$ cat src/design/lgsd_pkg.sv
`default_nettype none

package lgsd_pkg;

  // fixed widths of the numerator and of the display value
  localparam int unsigned NUM_WIDTH   = 32;
  localparam int unsigned SPEED_WIDTH = 10;
  localparam int unsigned DIGIT_WIDTH = 4;

  localparam logic [NUM_WIDTH-1:0]   SPEED_CONSTANT_RESET = 32'd1296000;
  localparam logic [SPEED_WIDTH-1:0] SPEED_MAX            = 10'd999;
  localparam logic [SPEED_WIDTH-1:0] SPEED_HUNDRED        = 10'd100;
  localparam logic [SPEED_WIDTH-1:0] SPEED_TEN            = 10'd10;
  localparam logic [DIGIT_WIDTH-1:0] DIGIT_MAX            = 4'd9;
  localparam logic [7:0]             POINT_BIT            = 8'h80;

  // input operation codes
  typedef enum logic [1:0] {
    OP_TICK  = 2'd0,
    OP_BLOCK = 2'd1,
    OP_CLEAR = 2'd2
  } op_e;

  // top level sequencer states
  typedef enum logic [1:0] {
    ST_IDLE  = 2'd0,
    ST_DIV   = 2'd1,
    ST_DIGIT = 2'd2,
    ST_OUT   = 2'd3
  } lgsd_state_e;

  typedef struct packed {
    logic [1:0] op;
    logic       lane;
  } in_beat_t;

  typedef struct packed {
    logic                   display_lane;
    logic [7:0]             high_segments;
    logic [7:0]             low_segments;
    logic [SPEED_WIDTH-1:0] speed_value;
  } out_beat_t;

  // digits split out of the speed value
  typedef struct packed {
    logic [DIGIT_WIDTH-1:0] hundreds;
    logic [DIGIT_WIDTH-1:0] tens;
    logic [DIGIT_WIDTH-1:0] ones;
  } digits_t;

  // seven-segment code of one decimal digit
  function automatic logic [7:0] seg_of(logic [DIGIT_WIDTH-1:0] digit);
    logic [7:0] seg;
    case (digit)
      4'd0:    seg = 8'h3F;
      4'd1:    seg = 8'h06;
      4'd2:    seg = 8'h5B;
      4'd3:    seg = 8'h4F;
      4'd4:    seg = 8'h66;
      4'd5:    seg = 8'h6D;
      4'd6:    seg = 8'h7D;
      4'd7:    seg = 8'h07;
      4'd8:    seg = 8'h7F;
      4'd9:    seg = 8'h6F;
      default: seg = 8'h3F;
    endcase
    return seg;
  endfunction

endpackage

`default_nettype wire

$ cat src/design/lgsd_divider.sv
`default_nettype none

module lgsd_divider #(
  parameter int unsigned CountWidth = 32
) (
  input  wire logic                           clk_i,
  input  wire logic                           rst_ni,
  input  wire logic                           start_i,
  input  wire logic [lgsd_pkg::NUM_WIDTH-1:0] numerator_i,
  input  wire logic [CountWidth-1:0]          denominator_i,
  output logic                                done_o,
  output logic [lgsd_pkg::NUM_WIDTH-1:0]      quotient_o
);

  localparam int unsigned NumW  = lgsd_pkg::NUM_WIDTH;
  localparam int unsigned StepW = $clog2(NumW);

  logic                  busy_q, busy_d;
  logic                  done_q, done_d;
  logic [StepW-1:0]      step_q, step_d;
  logic [NumW-1:0]       num_q, num_d;
  logic [CountWidth-1:0] rem_q, rem_d;
  logic [CountWidth-1:0] den_q, den_d;

  logic [CountWidth:0]   shifted;
  logic [CountWidth+1:0] diff;
  logic                  qbit;

  // one restoring step: shift in next numerator bit, trial subtract
  assign shifted = {rem_q, num_q[NumW-1]};
  assign diff    = {1'b0, shifted} - {2'b00, den_q};
  assign qbit    = ~diff[CountWidth+1];

  // step sequencing
  always_comb begin
    busy_d = busy_q;
    done_d = 1'b0;
    step_d = step_q;
    num_d  = num_q;
    rem_d  = rem_q;
    den_d  = den_q;
    if (start_i) begin
      busy_d = 1'b1;
      step_d = '0;
      num_d  = numerator_i;
      rem_d  = '0;
      den_d  = denominator_i;
    end else if (busy_q) begin
      num_d  = {num_q[NumW-2:0], qbit};
      rem_d  = qbit ? diff[CountWidth-1:0] : shifted[CountWidth-1:0];
      step_d = step_q + StepW'(1);
      if (step_q == StepW'(NumW - 1)) begin
        busy_d = 1'b0;
        done_d = 1'b1;
      end
    end
  end

  // control registers
  always_ff @(posedge clk_i or negedge rst_ni) begin
    if (!rst_ni) begin
      busy_q <= 1'b0;
      done_q <= 1'b0;
      step_q <= '0;
    end else begin
      busy_q <= busy_d;
      done_q <= done_d;
      step_q <= step_d;
    end
  end

  // datapath registers
  always_ff @(posedge clk_i) begin
    num_q <= num_d;
    rem_q <= rem_d;
    den_q <= den_d;
  end

  assign done_o     = done_q;
  assign quotient_o = num_q;

`ifndef NO_ASSERTIONS
  a_rem_below_den: assert property (@(posedge clk_i) disable iff (!rst_ni)
    busy_q |-> (rem_q < den_q))
    else $error("divider remainder not below denominator");

  a_no_restart: assert property (@(posedge clk_i) disable iff (!rst_ni)
    busy_q |-> !start_i)
    else $error("divider started while busy");

  a_done_after_busy: assert property (@(posedge clk_i) disable iff (!rst_ni)
    done_q |-> ($past(busy_q) && !busy_q))
    else $error("divider done without a finished run");
`endif

endmodule

`default_nettype wire

$ cat src/design/lgsd_digits.sv
`default_nettype none

module lgsd_digits (
  input  wire logic                             clk_i,
  input  wire logic                             rst_ni,
  input  wire logic                             start_i,
  input  wire logic [lgsd_pkg::SPEED_WIDTH-1:0] value_i,
  output logic                                  done_o,
  output lgsd_pkg::digits_t                     digits_o
);

  localparam int unsigned SpW = lgsd_pkg::SPEED_WIDTH;
  localparam int unsigned DgW = lgsd_pkg::DIGIT_WIDTH;

  logic           busy_q, busy_d;
  logic           done_q, done_d;
  logic           tens_phase_q, tens_phase_d;
  logic [SpW-1:0] val_q, val_d;
  logic [DgW-1:0] hund_q, hund_d;
  logic [DgW-1:0] tens_q, tens_d;

  logic [SpW-1:0] sub_amount;
  logic [SpW:0]   diff;
  logic           fits;

  // shared subtractor: hundreds first, then tens
  assign sub_amount = tens_phase_q ? lgsd_pkg::SPEED_TEN : lgsd_pkg::SPEED_HUNDRED;
  assign diff       = {1'b0, val_q} - {1'b0, sub_amount};
  assign fits       = ~diff[SpW];

  // step sequencing
  always_comb begin
    busy_d       = busy_q;
    done_d       = 1'b0;
    tens_phase_d = tens_phase_q;
    val_d        = val_q;
    hund_d       = hund_q;
    tens_d       = tens_q;
    if (start_i) begin
      busy_d       = 1'b1;
      tens_phase_d = 1'b0;
      val_d        = value_i;
      hund_d       = '0;
      tens_d       = '0;
    end else if (busy_q) begin
      if (fits) begin
        val_d = diff[SpW-1:0];
        if (tens_phase_q) begin
          tens_d = tens_q + DgW'(1);
        end else begin
          hund_d = hund_q + DgW'(1);
        end
      end else if (!tens_phase_q) begin
        tens_phase_d = 1'b1;
      end else begin
        busy_d = 1'b0;
        done_d = 1'b1;
      end
    end
  end

  // control registers
  always_ff @(posedge clk_i or negedge rst_ni) begin
    if (!rst_ni) begin
      busy_q       <= 1'b0;
      done_q       <= 1'b0;
      tens_phase_q <= 1'b0;
    end else begin
      busy_q       <= busy_d;
      done_q       <= done_d;
      tens_phase_q <= tens_phase_d;
    end
  end

  // datapath registers
  always_ff @(posedge clk_i) begin
    val_q  <= val_d;
    hund_q <= hund_d;
    tens_q <= tens_d;
  end

  assign done_o            = done_q;
  assign digits_o.hundreds = hund_q;
  assign digits_o.tens     = tens_q;
  assign digits_o.ones     = val_q[DgW-1:0];

endmodule

`default_nettype wire

$ cat src/design/light_gate_speed_display_unit.sv
`default_nettype none

// Light gate speed display. Timer ticks and blocked edges are accepted back to back, one
// per cycle, while the sequencer is idle. A clear edge on the claiming lane that produces
// a result keeps in_stall_o high until the block is idle again, including any wait on the
// output register: the bit-serial restoring divider runs 32 steps and then signals done
// (skipped when the count is zero), the digit splitter subtracts hundreds and tens with
// one shared subtractor in up to 20 steps and then signals done, and the result is loaded
// into the output register. If the output register still holds an untaken beat, the block
// waits there before going idle. The speed constant is written through the cfg channel,
// which is always ready.
module light_gate_speed_display_unit #(
  parameter int unsigned COUNT_WIDTH = 32
) (
  input  wire logic                           clk_i,
  input  wire logic                           rst_ni,
  input  wire logic                           cfg_valid_i,
  output logic                                cfg_ready_o,
  input  wire logic [lgsd_pkg::NUM_WIDTH-1:0] cfg_data_i,
  input  wire logic                           in_valid_i,
  output logic                                in_stall_o,
  input  wire lgsd_pkg::in_beat_t             in_data_i,
  output logic                                out_valid_o,
  input  wire logic                           out_stall_i,
  output lgsd_pkg::out_beat_t                 out_data_o
);

  localparam int unsigned NumW = lgsd_pkg::NUM_WIDTH;
  localparam int unsigned SpW  = lgsd_pkg::SPEED_WIDTH;

  lgsd_pkg::lgsd_state_e state_q, state_d;

  logic [NumW-1:0]        speed_const_q;
  logic [COUNT_WIDTH-1:0] cnt_q;
  logic                   timing_q;
  logic                   lane_q;
  logic [SpW-1:0]         speed_q, speed_d;
  logic                   out_valid_q, out_valid_d;
  lgsd_pkg::out_beat_t    out_q;
  lgsd_pkg::out_beat_t    out_beat;

  logic                   in_fire;
  logic                   clear_hit;
  logic                   cnt_zero;
  logic                   out_free;
  logic                   div_start;
  logic                   dig_start;
  logic                   out_load;
  logic                   div_done;
  logic [NumW-1:0]        quotient;
  logic                   dig_done;
  lgsd_pkg::digits_t      digits;

  assign cfg_ready_o = 1'b1;
  assign in_fire     = in_valid_i && !in_stall_o;
  assign clear_hit   = in_fire && (in_data_i.op == lgsd_pkg::OP_CLEAR) && timing_q &&
                       (in_data_i.lane == lane_q);
  assign cnt_zero    = (cnt_q == '0);
  assign out_free    = !out_valid_q || !out_stall_i;

  // speed constant register
  always_ff @(posedge clk_i or negedge rst_ni) begin
    if (!rst_ni) begin
      speed_const_q <= lgsd_pkg::SPEED_CONSTANT_RESET;
    end else if (cfg_valid_i && cfg_ready_o) begin
      speed_const_q <= cfg_data_i;
    end
  end

  // tick counter and lane claim
  always_ff @(posedge clk_i or negedge rst_ni) begin
    if (!rst_ni) begin
      cnt_q    <= '0;
      timing_q <= 1'b0;
      lane_q   <= 1'b0;
    end else if (in_fire) begin
      case (in_data_i.op)
        lgsd_pkg::OP_TICK: begin
          if (timing_q && (cnt_q != '1)) begin
            cnt_q <= cnt_q + COUNT_WIDTH'(1);
          end
        end
        lgsd_pkg::OP_BLOCK: begin
          if (!timing_q || (in_data_i.lane == lane_q)) begin
            cnt_q    <= '0;
            timing_q <= 1'b1;
            lane_q   <= in_data_i.lane;
          end
        end
        lgsd_pkg::OP_CLEAR: begin
          if (clear_hit) begin
            timing_q <= 1'b0;
          end
        end
        default: ;
      endcase
    end
  end

  // sequencer next state
  always_comb begin
    state_d = state_q;
    case (state_q)
      lgsd_pkg::ST_IDLE: begin
        if (clear_hit) begin
          state_d = cnt_zero ? lgsd_pkg::ST_DIGIT : lgsd_pkg::ST_DIV;
        end
      end
      lgsd_pkg::ST_DIV: begin
        if (div_done) begin
          state_d = lgsd_pkg::ST_DIGIT;
        end
      end
      lgsd_pkg::ST_DIGIT: begin
        if (dig_done) begin
          state_d = lgsd_pkg::ST_OUT;
        end
      end
      lgsd_pkg::ST_OUT: begin
        if (out_free) begin
          state_d = lgsd_pkg::ST_IDLE;
        end
      end
      default: state_d = lgsd_pkg::ST_IDLE;
    endcase
  end

  // sequencer outputs
  always_comb begin
    in_stall_o = 1'b1;
    div_start  = 1'b0;
    dig_start  = 1'b0;
    out_load   = 1'b0;
    speed_d    = speed_q;
    case (state_q)
      lgsd_pkg::ST_IDLE: begin
        in_stall_o = 1'b0;
        if (clear_hit) begin
          if (cnt_zero) begin
            dig_start = 1'b1;
            speed_d   = lgsd_pkg::SPEED_MAX;
          end else begin
            div_start = 1'b1;
          end
        end
      end
      lgsd_pkg::ST_DIV: begin
        if (div_done) begin
          dig_start = 1'b1;
          speed_d   = (quotient > {{(NumW-SpW){1'b0}}, lgsd_pkg::SPEED_MAX}) ?
                      lgsd_pkg::SPEED_MAX : quotient[SpW-1:0];
        end
      end
      lgsd_pkg::ST_DIGIT: ;
      lgsd_pkg::ST_OUT: begin
        out_load = out_free;
      end
      default: ;
    endcase
  end

  // shared divider
  lgsd_divider #(
    .CountWidth(COUNT_WIDTH)
  ) u_divider (
    .clk_i        (clk_i),
    .rst_ni       (rst_ni),
    .start_i      (div_start),
    .numerator_i  (speed_const_q),
    .denominator_i(cnt_q),
    .done_o       (div_done),
    .quotient_o   (quotient)
  );

  // digit splitter
  lgsd_digits u_digits (
    .clk_i   (clk_i),
    .rst_ni  (rst_ni),
    .start_i (dig_start),
    .value_i (speed_d),
    .done_o  (dig_done),
    .digits_o(digits)
  );

  // segment codes for the result beat
  always_comb begin
    out_beat.display_lane = lane_q;
    out_beat.speed_value  = speed_q;
    if (speed_q >= lgsd_pkg::SPEED_HUNDRED) begin
      out_beat.high_segments = lgsd_pkg::seg_of(digits.hundreds);
      out_beat.low_segments  = lgsd_pkg::seg_of(digits.tens);
    end else begin
      out_beat.high_segments = lgsd_pkg::seg_of(digits.tens) | lgsd_pkg::POINT_BIT;
      out_beat.low_segments  = lgsd_pkg::seg_of(digits.ones);
    end
  end

  // output valid
  always_comb begin
    out_valid_d = out_valid_q;
    if (out_load) begin
      out_valid_d = 1'b1;
    end else if (!out_stall_i) begin
      out_valid_d = 1'b0;
    end
  end

  // control registers
  always_ff @(posedge clk_i or negedge rst_ni) begin
    if (!rst_ni) begin
      state_q     <= lgsd_pkg::ST_IDLE;
      out_valid_q <= 1'b0;
    end else begin
      state_q     <= state_d;
      out_valid_q <= out_valid_d;
    end
  end

  // payload registers
  always_ff @(posedge clk_i) begin
    speed_q <= speed_d;
    if (out_load) begin
      out_q <= out_beat;
    end
  end

  assign out_valid_o = out_valid_q;
  assign out_data_o  = out_q;

`ifndef NO_ASSERTIONS
  a_clear_stops_timing: assert property (@(posedge clk_i) disable iff (!rst_ni)
    clear_hit |=> !timing_q)
    else $error("clear edge on claiming lane did not stop timing");

  a_speed_saturated: assert property (@(posedge clk_i) disable iff (!rst_ni)
    (state_q == lgsd_pkg::ST_OUT) |-> (speed_q <= lgsd_pkg::SPEED_MAX))
    else $error("speed value above saturation limit");

  a_tick_no_decrease: assert property (@(posedge clk_i) disable iff (!rst_ni)
    (in_fire && (in_data_i.op == lgsd_pkg::OP_TICK) && timing_q) |=>
      (cnt_q >= $past(cnt_q)))
    else $error("tick counter went backwards");

  a_digits_decimal: assert property (@(posedge clk_i) disable iff (!rst_ni)
    dig_done |-> ((digits.hundreds <= lgsd_pkg::DIGIT_MAX) &&
                  (digits.tens <= lgsd_pkg::DIGIT_MAX) &&
                  (digits.ones <= lgsd_pkg::DIGIT_MAX)))
    else $error("digit out of decimal range");
`endif

endmodule

`default_nettype wire
$ cat config.mk
export PLATFORM = sky130hd
export DESIGN_NAME = light_gate_speed_display_unit
export DESIGN_NICKNAME = d
export VERILOG_FILES = /design/src/design/lgsd_pkg.sv /design/src/design/lgsd_divider.sv /design/src/design/lgsd_digits.sv /design/src/design/light_gate_speed_display_unit.sv
export SDC_FILE = /design/constraint.sdc
export NUM_CORES = 1
export LEC_CHECK = 0
export BUFFER_PORTS_ARGS = -buffer_cell sky130_fd_sc_hd__buf_2
export CORE_AREA = 2 2 171 173
export CTS_CLUSTER_SIZE = 30
export DETAILED_ROUTE_END_ITERATION = 16
export DIE_AREA = 0 0 173 175
export GPL_TIMING_DRIVEN = 0
export SLEW_MARGIN = 20
export SYNTH_ARGS = -nofsm -noshare
export SYNTH_HDL_FRONTEND = slang
export SYNTH_HIERARCHICAL = 1
export SYNTH_SLANG_ARGS = --single-unit
$ cat constraint.sdc
create_clock -name clk_i -period 5.3 [get_ports clk_i]
set_clock_uncertainty 0.15 [all_clocks]
set_input_delay 0.53 -clock clk_i [delete_from_list [all_inputs] [get_ports clk_i]]
set_output_delay 0.53 -clock clk_i [all_outputs]
set_load 0.05 [all_outputs]
==> flow_summary.toml <==
[global_routing]
total_congestion_overflow = 0
antenna_found_initial = 0
grt_util_all_layers_pct = 18.81
first_global_vias = 9061
global_route_wire_length_before_repair_um = 47150
pin_count_of_the_biggest_net_entering_global_routing = 42

[place]
gp_routability_congestion = 0.8878
place.port_buffers = 65
dp_hpwl_um = 20590

[floorplanning]
floorplan.core_area_um2 = 28390
die-width_um = 173
dieArea_um2 = 30280
placement_rows = 62
io_pins = 70
die_h_um = 175
initial_core_util_pct = 44.31

[critical_path]
critPathTopFamily = "buffers and inverters"
timing.critical_path.slowest_stage_cell = "sky130_fd_sc_hd__o21ai_1"
crit_path_end_kind = "flop"
worstSetupPathType = "reg2reg"
required_ns = 5.31
startpoint_type = "flop"
worst_path_most_repeated_cell = "sky130_fd_sc_hd__clkbuf_1"
critical_path_cell_by_cell = "inv_1 > ha_1 > clkbuf_1 > and4b_1 > nand3_1 > or3_1 > clkbuf_1 > nand2_1 > clkbuf_1 > inv_1 > o21ai_1"
timing.critical_path.arrival_ns = 3.88
critical_path_peak_fanout = 10
max_stage_delay_ns = 0.53
timing.critical_path.buf_inv = 5

[final_layout]
areaGrowthSynthToFinish_pct = 14.24
final_net_count = 1416
final.fill_count = 2688
drive_gt1_share_pct = 18.98
fin_util_pct = 50.62

[detailed_routing]
route.detailed.drc = 0
detailroute.via_count = 9178
drt-pass1-iter-count = 5
drtIter0Drc = 610
drt-total-wl_um = 27950
routed_wire_length_per_instance_um = 16.32
detail-route-antenna-nets = 0
detail_route.vias_per_cell = 5.358

[status]
outcome = "complete, no violations"

[yosys]
mappedNetlistArea_um2 = 12580
synth.top_cells.by_area = "sky130_fd_sc_hd__edfxtp_1 24%, sky130_fd_sc_hd__dfrtp_1 14%, sky130_fd_sc_hd__dfxtp_1 8.0%"
ys_types = 85
dominantRegCellSynth = "sky130_fd_sc_hd__edfxtp_1"
library_cell_occupying_the_most_area_in_the_post_synthesis_netlist = "sky130_fd_sc_hd__edfxtp_1"
synth_cells = 1213
postSynthNetCount = 1320
synthMostInstantiatedCell = "sky130_fd_sc_hd__edfxtp_1"
synth-seq-cells = 229
synth-warning-count = 6
synth_top_area_share_pct = 23.87
synth.top_cells.by_count = "100 x sky130_fd_sc_hd__edfxtp_1, 93 x sky130_fd_sc_hd__a21oi_1, 87 x sky130_fd_sc_hd__nor2_1, 83 x sky130_fd_sc_hd__nand2_1, 71 x sky130_fd_sc_hd__dfrtp_1"
synthesis.area_per_instance_um2 = 10.37
ys_seq_area_share_pct = 47.62
ys_async_sr_fraction_pct = 34.50
synth_enable_flop_cells = 100

[timing]
post-route-min-period_ns = 3.868
final.hold.worst_slack_ns = 0.07157
period_share_pct = 72.99
rsz0062_at_grt = "false"
setup_total_negative_slack_ns = 0
worst_slew_margin_rel_pct = 38.96
slew_viol_final = 0
setup_viol = 0
maxClockFrequency_mhz = 258.5
report.final.hold_viol_count = 0
max_slew.worst_pin.slew_ns = 0.9094

[clocking]
cts_sinks = 229
max_buffers_root_to_sink = 3
tritoncts = "done"
clk_transition_reported_paths_ns = 0.06
postCtsSetupRepairBufs = 0
clock_latency_ns = 0.54
cts_inserted_buffers = 25
htree_levels = 1
cts-root-buf = "sky130_fd_sc_hd__clkbuf_16"
post_cts_resize_count = 0

[pwr]
static-leakage-power_nw = 5.682
maximum_resistive_drop_on_vdd_mv = 0.2834
power_per_cell_area_nw_per_um2 = 555.6

[min_path]
hold_class = "in2reg"

[flow_run]
max-cap-violations = 0
==> metrics by stage <==
stage	instance area [µm²]	std cells	power, W	setup WS [ns]
CTS	14370	1712	0.008041	1.421
detailed placement	13480	1665	0.006171	1.433
floorplan	12580	1213	0.005382	0.7928
global placement	13390	1662	0.006086	-0.7021
finish	14370	1713	0.007985	1.432
global route	14370	1712	0.008601	1.192
==> final timing paths <==
path | from | endpoint | cells after the start | slack [ns]
max in group asynchronous | rst_ni | speed_const_q[7] | 3 | 3.96
worst max register to register | state_q[0] | u_digits/val_q[3] | 11 | 1.43
worst min-delay path | cfg_data_i[11] | speed_const_q[11] | 2 | 0.07
worst max-delay path | state_q[0] | u_digits/val_q[3] | 11 | 1.43
worst min register to register | speed_q[0] | out_data_o[0] | 0 | 0.29
min in group asynchronous | rst_ni | cnt_q[5] | 2 | 0.37
==> flip-flops by register name (all words and copies together), names as in the netlist, 10 cells and up <==
register              count
u_divider/den_q          32
out_data_o               26
u_divider/quotient_o     32
speed_q                  10
u_digits/val_q           10
u_divider/rem_q          32
speed_const_q            32
cnt_q                    32
==> cells by family (layout without fill, tap and decap cells) <==
kind of cell,Yosys count,in the layout,share of synthesized area (%)
adders and majority gates,67,67,6.783
DFF,229,229,47.62
muxes,85,85,7.419
buffers and inverters,137,252,4.804
AOI/OAI and AO/OA,288,288,15.41
xor gates and xnor gates,41,41,2.854
and+or+nand+nor,364,364,15.06
other,2,3,0.05969
==> worst register-to-register path: stages (launching register included) <==
cell                       delay [ns]
sky130_fd_sc_hd__dfrtp_1         0.41
sky130_fd_sc_hd__inv_1           0.09
sky130_fd_sc_hd__ha_1            0.14
sky130_fd_sc_hd__clkbuf_1        0.34
sky130_fd_sc_hd__and4b_1         0.27
sky130_fd_sc_hd__nand3_1         0.18
sky130_fd_sc_hd__or3_1           0.45
sky130_fd_sc_hd__clkbuf_1        0.25
sky130_fd_sc_hd__nand2_1         0.14
sky130_fd_sc_hd__clkbuf_1        0.32
sky130_fd_sc_hd__inv_1           0.21
sky130_fd_sc_hd__o21ai_1         0.53
==> routing by layer <==
metal	GRT usage (%)	wire, µm	up-vias
li1	-	-	4637
met4	4.555	465	0
met2	30.73	12890	180
met3	2.676	1222	39
met5	0	0	-
met1	26.48	13380	4322
==> cells in the final DEF (no fill, tap or decap), types with 8 or more instances in the layout <==
cell / netlist / routed
sky130_fd_sc_hd__clkbuf_1: 31 / 34
sky130_fd_sc_hd__a31oi_1: 11 / 11
sky130_fd_sc_hd__ha_1: 65 / 65
sky130_fd_sc_hd__xor2_1: 17 / 17
sky130_fd_sc_hd__buf_1: 8 / 8
sky130_fd_sc_hd__a211oi_1: 27 / 27
sky130_fd_sc_hd__or4_1: 16 / 16
sky130_fd_sc_hd__mux2_2: 66 / 66
sky130_fd_sc_hd__edfxtp_1: 100 / 100
sky130_fd_sc_hd__nor4_1: 13 / 13
sky130_fd_sc_hd__o21ai_0: 56 / 55
sky130_fd_sc_hd__xnor2_1: 24 / 24
sky130_fd_sc_hd__o211ai_1: 9 / 9
sky130_fd_sc_hd__clkbuf_16: 0 / 25
sky130_fd_sc_hd__mux2i_1: 19 / 19
sky130_fd_sc_hd__a21oi_1: 93 / 93
sky130_fd_sc_hd__a21o_1: 22 / 22
sky130_fd_sc_hd__dfstp_2: 8 / 8
sky130_fd_sc_hd__nand2b_1: 14 / 14
sky130_fd_sc_hd__dfxtp_1: 50 / 50
sky130_fd_sc_hd__or3_1: 19 / 19
sky130_fd_sc_hd__nor2_1: 87 / 86
sky130_fd_sc_hd__buf_2: 8 / 72
sky130_fd_sc_hd__nand2_1: 83 / 83
sky130_fd_sc_hd__nand3_1: 31 / 31
sky130_fd_sc_hd__inv_1: 70 / 69
sky130_fd_sc_hd__dfrtp_1: 71 / 71
sky130_fd_sc_hd__nand4_1: 26 / 26
sky130_fd_sc_hd__o31ai_1: 12 / 12
sky130_fd_sc_hd__nor3_1: 20 / 20
sky130_fd_sc_hd__and3_1: 13 / 13
sky130_fd_sc_hd__buf_4: 17 / 18
==> layout make-up <==
class                      instances  area, µm²  area share [%]
antenna                            1      2.502         0.01741
multi-input combinational        847       6005           41.78
inverter                          70      262.8           1.828
clock buffer                      30      664.4           4.623
clock inverter                    16      212.7           1.480
timing repair buffer              69      412.9           2.873
tap                              384      480.5           3.343
sequential                       229       5991           41.68
buffer                            67      341.6           2.377
==> timing repair <==
| action | in CTS | in global routing |
|---|---|---|
| endpoints found under the hold margin | 34 | 0 |
| hold buffers | 1 | 0 |
| setup endpoints to repair | 0 | 0 |
==> power by group <==
group | leakage (nW) | switching [W] | internal, W
clock | 0.422 | 0.000725 | 0.00110
sequential | 2.35 | 0.000344 | 0.00241
combinational | 2.91 | 0.00200 | 0.00141
total | 5.68 | 0.00307 | 0.00492
Power figures use the tool's default switching activity.
